--- src/sv/ktt_pkg.sv ---
// Shared constants and types for the keyed timer table.
package ktt_pkg;
    localparam int SLOTS_DEF = 32;

    localparam logic [2:0] KIND_ADD    = 3'd0;
    localparam logic [2:0] KIND_DEL    = 3'd1;
    localparam logic [2:0] KIND_DELALL = 3'd2;
    localparam logic [2:0] KIND_POLL   = 3'd3;
    localparam logic [2:0] KIND_EXISTS = 3'd4;
    localparam logic [2:0] KIND_FLUSH  = 3'd5;

    localparam logic [2:0] ST_OK      = 3'd0;
    localparam logic [2:0] ST_DUP     = 3'd1;
    localparam logic [2:0] ST_MISS    = 3'd2;
    localparam logic [2:0] ST_FULL    = 3'd3;
    localparam logic [2:0] ST_FIRED   = 3'd4;
    localparam logic [2:0] ST_POLLEND = 3'd5;

    typedef struct packed {
        logic        valid;
        logic [15:0] owner;
        logic [16:0] key;
        logic [32:0] expiry;
        logic [15:0] action;
        logic [31:0] payload;
    } entry_t;

    // Per-cycle command seen by every cell.
    typedef struct packed {
        logic        rotate;   // take the entry from the head-side neighbor
        logic        insert;   // shift toward the head up to the first hole
    } cell_ctl_t;
endpackage

--- src/sv/ktt_cell.sv ---
// One timer cell: holds one entry and passes it to a neighbor on rotate or insert.
module ktt_cell
(
    input  logic               clk,
    input  logic               rst_n,
    input  ktt_pkg::cell_ctl_t ctl,
    input  ktt_pkg::entry_t    prev,
    input  ktt_pkg::entry_t    nxt,
    input  logic               hole_in,
    output logic               hole_out,
    output ktt_pkg::entry_t    cur
);
    ktt_pkg::entry_t ent_reg;
    ktt_pkg::entry_t ent_next;

    // hole_out: some cell at or below this one is empty
    assign hole_out = hole_in || !ent_reg.valid;

    always_comb
    begin
        ent_next = ent_reg;
        if (ctl.insert)
        begin
            if (hole_out)
                ent_next = nxt;
        end
        else if (ctl.rotate)
            ent_next = prev;
    end

    always_ff @(posedge clk or negedge rst_n)
    begin
        if (!rst_n)
            ent_reg <= '0;
        else
            ent_reg <= ent_next;
    end

    assign cur = ent_reg;
endmodule

--- config.mk ---
export PLATFORM = sky130hd
export DESIGN_NAME = ktt_cell
export DESIGN_NICKNAME = d
export VERILOG_FILES = /design/src/sv/ktt_pkg.sv /design/src/sv/ktt_cell.sv
export SDC_FILE = /design/constraint.sdc
export NUM_CORES = 1
export LEC_CHECK = 0
export BUFFER_PORTS_ARGS = -buffer_cell sky130_fd_sc_hd__buf_2
export CORE_AREA = 2 2 137 139
export DETAILED_ROUTE_END_ITERATION = 16
export DIE_AREA = 0 0 139 141
export GPL_TIMING_DRIVEN = 0
export PLACE_DENSITY = 0.69
export SYNTH_ARGS = -nofsm -noshare
export SYNTH_HDL_FRONTEND = slang
export SYNTH_SLANG_ARGS = --single-unit
export TNS_END_PERCENT = 10
--- constraint.sdc ---
create_clock -name clk -period 4.3 [get_ports clk]
set_clock_uncertainty 0.15 [all_clocks]
set_input_delay 0.43 -clock clk [delete_from_list [all_inputs] [get_ports clk]]
set_output_delay 0.43 -clock clk [all_outputs]
set_load 0.01 [all_outputs]
==> run metrics <==
Initial Utilization=32.2%; r2r endpoint=cur[58]; Remaining Overflow, GRT=0; # clock sinks=115; DR iter-0 viols=445; Hold WC Path Type=primary input to flop; reg2reg setup slack=2.40 ns; # fillers=1837; Worst Reg-to-Reg Cells=7; synthesized area per cell=8.98 sq um; core area=18300 sq um; CP Capture Type=primary output; non-filler cells, final=between 1000 and 1500; crit path DAT=1.85 ns; placed inst area=about 8000 sq um; fin. max-slew vios=0; critical path class=flop to primary output; Mapped Area=5880 sq um; top post-synthesis cells by area=dfrtp_1 49%, nand3_1 19%, a32oi_1 17%; pin count of the biggest net entering global routing=62; ys async rst share=100%; critical hold path startpoint=prev[10]; Synth Register Bits=115; Worst-Margin Slew=roughly 0.62 ns; power per cell area=406 nW/um^2; Final nets=1260; drt first pass iters=4; HPWL Detailed=16400 um; antenna viol nets, final=0; Post-Place Cells=1239; # port buffers=349; first-pass GRT wire length=roughly 34000 um; main flop type after synthesis=dfrtp_1; Synth area leader=dfrtp_1; Die Area=19600 sq um; hold path cells=3; total negative slack=0 ns; DRC violations left=0; Post-synth EDFFs=0; hold path endpoint=cur[10]; Setup Fix Bufs, Post-CTS=0; final setup fails=0; area grow syn2layout=45.1%; number of global-route vias before repair=6417; Final Hold Viols=0; Die Y=approximately 140 um; CTS tree=yes; Diodes inserted=0; Vias=around 6800; Layout Cell Area excl Fill=8540 sq um; min Tclk post-route=2.43 ns; cell repeated most along the worst path=buf_2; routability-driven placement congestion ratio=0.812; Worst VDD drop=0.000249 V; CP peak stage delay=0.43 ns; outcome=complete, no violations; register area share after synthesis=48.9%; FF-to-FF Start=cur[114]; Synth cell types=15; # H-tree levels=4; Synth Warn #=0; Hold Worst Slack=0.0921 ns; Leakage=0.00416 uW; Longest Clk Path Bufs=2; drt wl/cell=17.4 um; Slew headroom=58.9%; Yosys top cell area share=48.9%; # rows=50; CTS Buf Count=17; crit path cell chain=nor2b_2, buf_4, inv_2, buf_2, buf_2; DR vias/cell=5.32; Ports=approximately 350; Synth Instances=about 660; CTS root buffer=clkbuf_16; clk slew on worst S/H paths=~0.060 ns; initial antenna violation count=0; fin crit share=56.6%; CP max FO=10; Die W=around 140 um; Post-Synthesis Net Count=890; critical path's slowest cell=dfrtp_1; WP data required=around 3.7 ns; GRT Util Overall=22.1%; total wire length=about 22000 um; CP Launch Type=flop; max cap viols=0; RSZ-0062 raised after global routing=no; fraction of layout cells with a size suffix above 1=~41%; Fmax=between 0.4 and 0.5 GHz; max reg flops=115; latest clock arrival within the worst-skew pair=0.40 ns
worst max-delay path by stage:
stage	start	to	cells after the start
after floorplan	cur[114]	hole_out	4
after global placement	rst_n	cur[5]	1
after detailed placement	cur[114]	hole_out	5
after CTS	cur[114]	hole_out	5
after global routing	cur[114]	hole_out	5
final	cur[114]	hole_out	5
cell usage in the layout, fill, tap and decap left out, drive strengths merged, types with 2 or more instances in the layout:
| cell type | count |
|---|---|
| nand3 | 228 |
| nand2 | 114 |
| dfrtp | 115 |
| bufinv | 2 |
| clkinv | 5 |
| nor2b | 3 |
| clkbuf | 57 |
| a32oi | 114 |
| buf | 391 |
| nor2 | 2 |
| clkinvlp | 3 |
report_power, final:
group	total, uW	switching [uW]	internal, uW
sequential	1340	109	1230
combinational	746	430	317
clock	1380	507	877
total	3470	1050	2420
cell usage after synthesis, types with 2 or more instances:
cell      count
nand3_1     228
a32oi_1     114
dfrtp_1     115
buf_2        31
clkbuf_1     35
buf_4         2
nor2b_1       2
buf_6         8
nand2_1     114
critical path: cells and delay by family (launching register included):
family | cells | cell delay [ns]
simple gates | 1 | 0.17
buf+inv | 4 | 0.83
flops | 1 | 0.43
cell type report:
cell class,count,area [sq um],share of cell area (%)
clock inverter,10,108,1.26
timing repair buffer,351,1790,21.0
clock buffer,22,464,5.44
tap,234,293,3.43
buffer,76,392,4.59
sequential,115,2880,33.7
inverter,1,3.75,0.0440
multi-input combinational,463,2610,30.6
timing repair:
item / in CTS / in global routing
hold endpoints to repair: 54 / 0
gates resized for setup: 0 / 0
hold buffers: 1 / 0
metal layers:
| metal | track usage, % | part of all wire [%] |
|---|---|---|
| met5 | 0 | 0 |
| met4 | 6.06 | 1.2 |
| met3 | 5.40 | 7.8 |
| met2 | 37.1 | 48 |
| met1 | 28.7 | 43 |
kinds of logic (layout without fill, tap and decap cells):
group,Yosys count,after routing,share of synthesized area [%]
compound gates,116,116,17.2
buf+inv,77,460,6.72
flops,115,115,48.9
simple gates,347,347,27.2
per-stage QoR:
stage / power [uW] / setup WS, ns / utilization, %
6_report: 3470 / 1.87 / 46.7
5_1_grt: 3640 / 1.79 / 46.7
4_1_cts: 3500 / 1.86 / 46.7
3_5_place_dp: 2100 / 2.32 / 43.6
3_3_place_gp: 2080 / 1.16 / 43.4
2_1_floorplan: 1700 / 2.75 / -
Note: power is estimated with default switching activity, not from simulation.
